[src/lir_pkg.sv]
package lir_pkg;

  localparam int SAMPLE_BITS_DEF = 16;
  localparam int FRAC_BITS_DEF   = 16;

  // controller -> datapath
  typedef struct packed {
    logic load;
    logic mul;
    logic emit_lerp;
    logic emit_tail;
    logic close_phase;
    logic clear;
  } cmd_t;

  // datapath -> controller
  typedef struct packed {
    logic have_prior;
    logic pos_below_one;
    logic last;
    logic out_free;
  } status_t;

endpackage

[src/lir_in_if.sv]
interface lir_in_if #(
  parameter int SAMPLE_BITS = lir_pkg::SAMPLE_BITS_DEF
);
  logic                          valid;
  logic                          ready;
  logic signed [SAMPLE_BITS-1:0] in_sample;
  logic                          in_last;

  modport source(output valid, in_sample, in_last, input ready);
  modport sink(input valid, in_sample, in_last, output ready);
endinterface

[src/lir_out_if.sv]
interface lir_out_if #(
  parameter int SAMPLE_BITS = lir_pkg::SAMPLE_BITS_DEF
);
  logic                          valid;
  logic                          ready;
  logic signed [SAMPLE_BITS-1:0] out_sample;
  logic                          run_end;
  logic                          stream_end;

  modport source(output valid, out_sample, run_end, stream_end, input ready);
  modport sink(input valid, out_sample, run_end, stream_end, output ready);
endinterface

[src/linear_interp_resampler.sv]
// Linear-interpolation sample rate converter. Each accepted sample closes the
// span from the previous sample; every output position in that span (advancing
// by step_ratio, unsigned with FRAC_BITS fraction bits, clamped to 1/32..64)
// gives prior + round((cur - prior) * frac), saturated. The first sample of a
// stream only primes the block; its last sample also repeats itself for the
// positions left below the stream length, then the stream state clears.
// Steps: an item is loaded, then each interpolated output runs decide, multiply
// and output register, all on one shared multiplier; a last sample then emits
// its repeated tail outputs and clears. Emits wait while the output register is
// full and results.ready is low. The final result of an item may still sit in
// the output register while the next one is taken.
module linear_interp_resampler #(
  parameter int SAMPLE_BITS = lir_pkg::SAMPLE_BITS_DEF,
  parameter int FRAC_BITS   = lir_pkg::FRAC_BITS_DEF
) (
  input  logic                 clk,
  input  logic                 rst,
  input  logic                 cfg_we,
  input  logic [FRAC_BITS+6:0] cfg_wdata,
  lir_in_if.sink               samples,
  lir_out_if.source            results
);
  import lir_pkg::*;

  cmd_t    cmd;
  status_t sts;

  lir_ctrl u_ctrl (
    .clk      (clk),
    .rst      (rst),
    .in_valid (samples.valid),
    .in_ready (samples.ready),
    .sts      (sts),
    .cmd      (cmd)
  );

  lir_datapath #(
    .SAMPLE_BITS (SAMPLE_BITS),
    .FRAC_BITS   (FRAC_BITS)
  ) u_datapath (
    .clk        (clk),
    .rst        (rst),
    .cfg_we     (cfg_we),
    .cfg_wdata  (cfg_wdata),
    .in_sample  (samples.in_sample),
    .in_last    (samples.in_last),
    .cmd        (cmd),
    .sts        (sts),
    .out_valid  (results.valid),
    .out_ready  (results.ready),
    .out_sample (results.out_sample),
    .run_end    (results.run_end),
    .stream_end (results.stream_end)
  );

`ifndef SYNTHESIS
  a_stream_end_is_run_end: assert property (@(posedge clk) disable iff (rst)
    results.valid && results.stream_end |-> results.run_end)
    else $error("stream_end without run_end");

  a_emit_needs_room: assert property (@(posedge clk) disable iff (rst)
    (cmd.emit_lerp || cmd.emit_tail) |-> sts.out_free)
    else $error("output register overwritten");

  a_busy_after_take: assert property (@(posedge clk) disable iff (rst)
    samples.valid && samples.ready |=> !samples.ready)
    else $error("new sample taken while one is in progress");

  a_clear_resets_stream: assert property (@(posedge clk) disable iff (rst)
    cmd.clear |=> !sts.have_prior && sts.pos_below_one)
    else $error("stream state not cleared");
`endif

endmodule

[src/lir_ctrl.sv]
module lir_ctrl (
  input  logic             clk,
  input  logic             rst,
  input  logic             in_valid,
  output logic             in_ready,
  input  lir_pkg::status_t sts,
  output lir_pkg::cmd_t    cmd
);
  import lir_pkg::*;

  localparam logic [2:0] S_IDLE   = 3'd0;
  localparam logic [2:0] S_DECIDE = 3'd1;
  localparam logic [2:0] S_MUL    = 3'd2;
  localparam logic [2:0] S_EMIT   = 3'd3;
  localparam logic [2:0] S_TAIL   = 3'd4;

  logic [2:0] state;
  logic [2:0] state_next;

  always_ff @(posedge clk) begin
    if (rst) begin
      state <= S_IDLE;
    end else begin
      state <= state_next;
    end
  end

  always_comb begin
    cmd        = '0;
    state_next = state;
    in_ready   = (state == S_IDLE);
    unique case (state)
      S_IDLE: begin
        if (in_valid) begin
          cmd.load   = 1'b1;
          state_next = S_DECIDE;
        end
      end
      S_DECIDE: begin
        if (sts.have_prior && sts.pos_below_one) begin
          state_next = S_MUL;
        end else begin
          // interpolation span done: rebase position, then tail or finish
          cmd.close_phase = 1'b1;
          state_next      = sts.last ? S_TAIL : S_IDLE;
        end
      end
      S_MUL: begin
        cmd.mul    = 1'b1;
        state_next = S_EMIT;
      end
      S_EMIT: begin
        if (sts.out_free) begin
          cmd.emit_lerp = 1'b1;
          state_next    = S_DECIDE;
        end
      end
      S_TAIL: begin
        if (!sts.pos_below_one) begin
          cmd.clear  = 1'b1;
          state_next = S_IDLE;
        end else if (sts.out_free) begin
          cmd.emit_tail = 1'b1;
        end
      end
      default: begin
        state_next = S_IDLE;
      end
    endcase
  end

endmodule

[src/lir_datapath.sv]
module lir_datapath #(
  parameter int SAMPLE_BITS = lir_pkg::SAMPLE_BITS_DEF,
  parameter int FRAC_BITS   = lir_pkg::FRAC_BITS_DEF
) (
  input  logic                          clk,
  input  logic                          rst,
  input  logic                          cfg_we,
  input  logic [FRAC_BITS+6:0]          cfg_wdata,
  input  logic signed [SAMPLE_BITS-1:0] in_sample,
  input  logic                          in_last,
  input  lir_pkg::cmd_t                 cmd,
  output lir_pkg::status_t              sts,
  output logic                          out_valid,
  input  logic                          out_ready,
  output logic signed [SAMPLE_BITS-1:0] out_sample,
  output logic                          run_end,
  output logic                          stream_end
);
  import lir_pkg::*;

  localparam int PW     = FRAC_BITS + 7;
  localparam int PROD_W = SAMPLE_BITS + FRAC_BITS + 2;
  localparam int SW     = SAMPLE_BITS + 2;

  localparam logic [PW-1:0] ONE_POS  = PW'(1) << FRAC_BITS;
  localparam logic [PW-1:0] TWO_POS  = PW'(1) << (FRAC_BITS + 1);
  localparam logic [PW-1:0] STEP_MIN = PW'(1) << (FRAC_BITS - 5);
  localparam logic [PW-1:0] STEP_MAX = PW'(1) << (FRAC_BITS + 6);
  localparam logic signed [PROD_W-1:0] HALF = PROD_W'(1) << (FRAC_BITS - 1);
  localparam logic signed [SW-1:0] SAT_HI = {3'b000, {(SAMPLE_BITS-1){1'b1}}};
  localparam logic signed [SW-1:0] SAT_LO = {3'b111, {(SAMPLE_BITS-1){1'b0}}};

  logic [PW-1:0]                 step_ratio;
  logic [PW-1:0]                 step_eff;
  logic [PW-1:0]                 pos;
  logic [PW-1:0]                 pos_adv;
  logic                          have_prior;
  logic                          last_q;
  logic signed [SAMPLE_BITS-1:0] cur;
  logic signed [SAMPLE_BITS-1:0] prior;
  logic signed [PROD_W-1:0]      prod;
  logic signed [PROD_W-1:0]      prod_full;
  logic signed [PROD_W-1:0]      prod_rnd;
  logic signed [SAMPLE_BITS:0]   diff;
  logic signed [SW-1:0]          interp;
  logic signed [SAMPLE_BITS-1:0] interp_sat;
  logic                          lerp_final;
  logic                          tail_final;
  logic                          emit;

  always_comb begin
    if (step_ratio < STEP_MIN) begin
      step_eff = STEP_MIN;
    end else if (step_ratio > STEP_MAX) begin
      step_eff = STEP_MAX;
    end else begin
      step_eff = step_ratio;
    end
  end

  assign pos_adv = pos + step_eff;

  assign diff      = $signed({cur[SAMPLE_BITS-1], cur}) - $signed({prior[SAMPLE_BITS-1], prior});
  assign prod_full = PROD_W'(diff) * PROD_W'($signed({1'b0, pos[FRAC_BITS-1:0]}));

  // round half up, then floor via arithmetic part-select
  assign prod_rnd = prod + HALF;
  assign interp   = $signed({{2{prior[SAMPLE_BITS-1]}}, prior})
                  + $signed(prod_rnd[PROD_W-1:FRAC_BITS]);

  always_comb begin
    if (interp > SAT_HI) begin
      interp_sat = SAT_HI[SAMPLE_BITS-1:0];
    end else if (interp < SAT_LO) begin
      interp_sat = SAT_LO[SAMPLE_BITS-1:0];
    end else begin
      interp_sat = interp[SAMPLE_BITS-1:0];
    end
  end

  // last interpolated output of an item is also the stream's last when no tail follows
  assign tail_final = (pos_adv >= ONE_POS);
  assign lerp_final = tail_final && !(last_q && (pos_adv < TWO_POS));
  assign emit       = cmd.emit_lerp || cmd.emit_tail;

  assign sts.have_prior    = have_prior;
  assign sts.pos_below_one = (pos < ONE_POS);
  assign sts.last          = last_q;
  assign sts.out_free      = !out_valid || out_ready;

  always_ff @(posedge clk) begin
    if (rst) begin
      step_ratio <= ONE_POS;
      pos        <= '0;
      have_prior <= 1'b0;
      out_valid  <= 1'b0;
    end else begin
      if (cfg_we) begin
        step_ratio <= cfg_wdata;
      end
      if (emit) begin
        out_valid <= 1'b1;
      end else if (out_ready) begin
        out_valid <= 1'b0;
      end
      if (emit) begin
        pos <= pos_adv;
      end
      if (cmd.close_phase) begin
        if (have_prior) begin
          pos <= pos - ONE_POS;
        end
        if (!last_q) begin
          have_prior <= 1'b1;
        end
      end
      if (cmd.clear) begin
        pos        <= '0;
        have_prior <= 1'b0;
      end
    end
  end

  always_ff @(posedge clk) begin
    if (cmd.load) begin
      cur    <= in_sample;
      last_q <= in_last;
    end
    if (cmd.mul) begin
      prod <= prod_full;
    end
    if (cmd.close_phase && !last_q) begin
      prior <= cur;
    end
    if (cmd.clear) begin
      prior <= '0;
    end
    if (cmd.emit_lerp) begin
      out_sample <= interp_sat;
      run_end    <= lerp_final;
      stream_end <= lerp_final && last_q;
    end else if (cmd.emit_tail) begin
      out_sample <= cur;
      run_end    <= tail_final;
      stream_end <= tail_final;
    end
  end

endmodule

[src/flat_wrapper.sv]
// flat-port wrapper written by rule: the top's interface ports become plain ports
module linear_interp_resampler_flat import lir_pkg::*;
#(
  parameter int SAMPLE_BITS = lir_pkg::SAMPLE_BITS_DEF,
  parameter int FRAC_BITS   = lir_pkg::FRAC_BITS_DEF
)
  (clk, rst, cfg_we, cfg_wdata, samples_valid, samples_in_sample, samples_in_last, samples_ready, results_valid, results_out_sample, results_run_end, results_stream_end, results_ready);
  lir_in_if #(.SAMPLE_BITS(SAMPLE_BITS)) samples_i ();
  lir_out_if #(.SAMPLE_BITS(SAMPLE_BITS)) results_i ();
  input  logic clk;
  input  logic rst;
  input  logic cfg_we;
  input  logic [FRAC_BITS+6:0] cfg_wdata;
  input wire logic [$bits(samples_i.valid)-1:0] samples_valid;
  input wire logic [$bits(samples_i.in_sample)-1:0] samples_in_sample;
  input wire logic [$bits(samples_i.in_last)-1:0] samples_in_last;
  output wire logic [$bits(samples_i.ready)-1:0] samples_ready;
  output wire logic [$bits(results_i.valid)-1:0] results_valid;
  output wire logic [$bits(results_i.out_sample)-1:0] results_out_sample;
  output wire logic [$bits(results_i.run_end)-1:0] results_run_end;
  output wire logic [$bits(results_i.stream_end)-1:0] results_stream_end;
  input wire logic [$bits(results_i.ready)-1:0] results_ready;
  assign samples_i.valid = samples_valid;
  assign samples_i.in_sample = samples_in_sample;
  assign samples_i.in_last = samples_in_last;
  assign samples_ready = samples_i.ready;
  assign results_valid = results_i.valid;
  assign results_out_sample = results_i.out_sample;
  assign results_run_end = results_i.run_end;
  assign results_stream_end = results_i.stream_end;
  assign results_i.ready = results_ready;
  linear_interp_resampler #(.SAMPLE_BITS(SAMPLE_BITS), .FRAC_BITS(FRAC_BITS)) u_core (.clk(clk), .rst(rst), .cfg_we(cfg_we), .cfg_wdata(cfg_wdata), .samples(samples_i), .results(results_i));
endmodule
[config.mk]
export PLATFORM = sky130hd
export DESIGN_NAME = linear_interp_resampler_flat
export DESIGN_NICKNAME = d
export VERILOG_FILES = /design/src/lir_pkg.sv /design/src/lir_in_if.sv /design/src/lir_out_if.sv /design/src/linear_interp_resampler.sv /design/src/lir_ctrl.sv /design/src/lir_datapath.sv /design/src/flat_wrapper.sv
export SDC_FILE = /design/constraint.sdc
export NUM_CORES = 1
export LEC_CHECK = 0
export BUFFER_PORTS_ARGS = -buffer_cell sky130_fd_sc_hd__buf_2
export CORE_ASPECT_RATIO = 0.9
export CORE_MARGIN = 3
export CORE_UTILIZATION = 64
export DETAILED_ROUTE_END_ITERATION = 10
export PLACE_DENSITY = 0.82
export SYNTH_ARGS = -nofsm -noshare
export SYNTH_HDL_FRONTEND = slang
export SYNTH_SLANG_ARGS = --single-unit
[constraint.sdc]
create_clock -name clk -period 25.5 [get_ports clk]
set_input_delay 1.275 -clock clk [delete_from_list [all_inputs] [get_ports clk]]
set_output_delay 1.275 -clock clk [all_outputs]
set_load 0.02 [all_outputs]
==> impl_metrics.ini <==
[synth]
syn-num-nets = 2648
yosysSeqAreaShare = 0.156
synth_area_leaders = fa_1, ha_1, edfxtp_1
syn_area_per_cell_um2 = 8.68
synth_seq_cells = 121
synth_top_area_cell = fa_1
synthDistinctLibCells = 83
synth_ff_type = dfxtp_1
yosys_warnings = 0
synth-edff-count = 54
synthCells = 2187
ys_async_sr_fraction = 0
syn-cell-area_mm2 = 0.0190
synth_top_area_frac = 0.289

[place]
port_buffers = 64
place_ws_ns = 15.68
dp_hpwl_um = 36600
gp_congestion = 0.945

[clock_network]
clock_latency_ns = 0.42
cts-root-buf = clkbuf_16
clk_path_buf_depth = 2
path_clk_slew_ns = 0.05
cts_inserted_buffers = 17
cts_sinks = 121
cts_tree = built
htree_levels = 4
cts_resized = 0
cts_hold_buf = 0
postCtsSetupBuffers = 0

[die]
io_pins = 65
num_rows = 59
die_w_um = 188
core-area_mm2 = 0.0291
die_h_um = 169
die-area_mm2 = 0.0318
start_util = 0.653

[layout]
syn_to_final_growth_pct = 6.29
nFillCells = 2279
utilization = 0.694
final_layout_size_suffix_gt1_frac = 0.0673
final_nets = 2648
final_cell_mix = inv_1, fa_1, nand2_1
final_common_cell = inv_1

[critical_path]
slowest_delay_ns = 1.02
path_class = flip-flop to flip-flop
worstPathRequired_ns = 25.65
cp-end-kind = flip-flop
path_max_fanout = 11
cp_common_cell = fa_1
critPathSlowestCell = o31ai_1
cp.arrival_ns = 10.18
critPathLaunchType = flip-flop

[sta]
slew_headroom = 0.215
hold_violations = 0
skew_ns = 0.00642
worst_pin_slew_ns = 1.17
rsz0062_at_grt = false
setup_ws_ns = 15.47
fmaxAchievable_mhz = 99.7
setup_viol = 0
fin_crit_sh = 0.393
final.setup.tns_ns = 0
drv_slew = 0
timing.final.crit_period_ns = 10.03

[power_and_ir_drop]
ir_drop_uv = 47.3
leakage_nw = 9.75
p_per_area_mw_per_mm2 = 50.5
power_mw = 1.02

[grt]
grt_pass1_vias = 15937
grt_antenna_before_repair = 1
grt_first_pass_wirelength_um = 78800
grt-ovfl-total = 0
grt_max_degree = 47
grtUsageTotal = 0.306

[routing]
drt_wl_total_um = 47100
avgRoutedWirePerCell_um = 18.2
remaining_drc_errors = 0
drt_iter0_drc = 1347
vias = 15623
first_pass_iters = 6
routed_via_density = 6.02
drtAntennaViolNets = 0

[hold_path]
hp-class = flip-flop to flip-flop

[run_status]
status = finished, final reports clean

[flow_run]
maxCapViolations = 0
path summary, 6_finish.rpt:
kind | from | end | slack (ns) | depth (start not counted)
worst max-delay path | u_core.u_datapath.cur[0] | u_core.u_datapath.prod[32] | 15.47 | 29
worst min-delay path | u_core.u_datapath.prior[13] | u_core.u_datapath.prior[13] | 0.48 | 2
worst max register to register | u_core.u_datapath.cur[0] | u_core.u_datapath.prod[32] | 15.47 | 29
worst min register to register | u_core.u_datapath.prior[13] | u_core.u_datapath.prior[13] | 0.48 | 2
synthesized netlist by cell type (4+ instances only):
cell        n
a211o_1     5
a211oi_1   18
a21o_1     33
a21oi_1   107
a221o_2     7
a221oi_1    6
a311oi_1   13
a31oi_1    11
and2_1    111
and3_1     29
buf_1       7
buf_2       7
clkbuf_1   89
dfxtp_1    67
edfxtp_1   54
fa_1      274
ha_1      142
inv_1     378
maj3_1      5
mux2i_1    25
nand2_1   246
nand2b_1   20
nand3_1    49
nand4_1     8
nor2_1     85
nor2b_1    53
nor3_1     30
nor4_1     19
o211ai_1   34
o21a_1      9
o21ai_0    52
o21ai_1     4
o21bai_1   11
o311ai_0    8
o31ai_1     6
or2_2       7
or3_1       7
or4_1       4
xnor2_1    58
xor2_1     23
logic make-up (layout without fill, tap and decap cells):
| family | Yosys count | count (layout) | synth area share |
|---|---|---|---|
| DFF | 121 | 121 | 0.156 |
| AOI/OAI and AO/OA | 370 | 370 | 0.132 |
| buffers and inverters | 486 | 499 | 0.0972 |
| adders and majority gates | 421 | 421 | 0.385 |
| other | 0 | 1 | 0 |
| xor gates and xnor gates | 81 | 81 | 0.0374 |
| muxes | 25 | 25 | 0.0132 |
| and+or+nand+nor | 683 | 683 | 0.179 |
state kept, by name, summed over array words and instances (netlist names):
register / cells
u_core.u_datapath.step_ratio: 23
u_core.u_datapath.have_prior: 1
u_core.u_datapath.run_end: 1
u_core.u_datapath.prior: 16
u_core.u_datapath.prod: 19
u_core.u_datapath.out_sample: 16
u_core.u_datapath.cur: 16
u_core.u_datapath.last_q: 1
u_core.u_datapath.stream_end: 1
u_core.u_ctrl.state: 3
u_core.u_datapath.out_valid: 1
u_core.u_datapath.pos: 23
power breakdown:
part           switching, mW  total, mW  internal [mW]
registers             0.0152      0.237          0.222
clock network         0.0872      0.249          0.161
logic                  0.367      0.534          0.167
total                  0.469       1.02          0.550
metrics by stage:
step	hold slack [ns]	cells	cell area, um^2
final	0.478	2597	20200
after global routing	0.505	2597	20200
after CTS	0.480	2596	20200
after detailed placement	0.471	2564	19600
after global placement	0.460	2564	19600
after floorplan	0.454	2187	19000
cell type report:
class | instances | area [um^2] | area share
diodes | 1 | 2.50 | 0.000124
clock buffers | 24 | 483 | 0.0239
clock inverters | 8 | 116 | 0.00577
inverters | 380 | 1430 | 0.0707
multi-input cells | 1580 | 14200 | 0.704
flip-flops and latches | 121 | 2960 | 0.147
well taps | 396 | 495 | 0.0245
repair buffers | 87 | 493 | 0.0244
worst max-delay path, delay by kind of cell, from the launching register on:
kind                       cells  cell delay (ns)
buffers and inverters          3             0.14
AOI/OAI and AO/OA             13             3.98
DFF                            1             0.37
xor gates and xnor gates       3             1.04
and+or+nand+nor                2             0.23
adders and majority gates      8             3.99
routing by layer:
metal / track usage / share of wire
met5: 0.0192 / 0.0018
met4: 0.0988 / 0.028
met3: 0.0673 / 0.094
met2: 0.503 / 0.48
met1: 0.408 / 0.40
(Power assumes the default switching activity.)
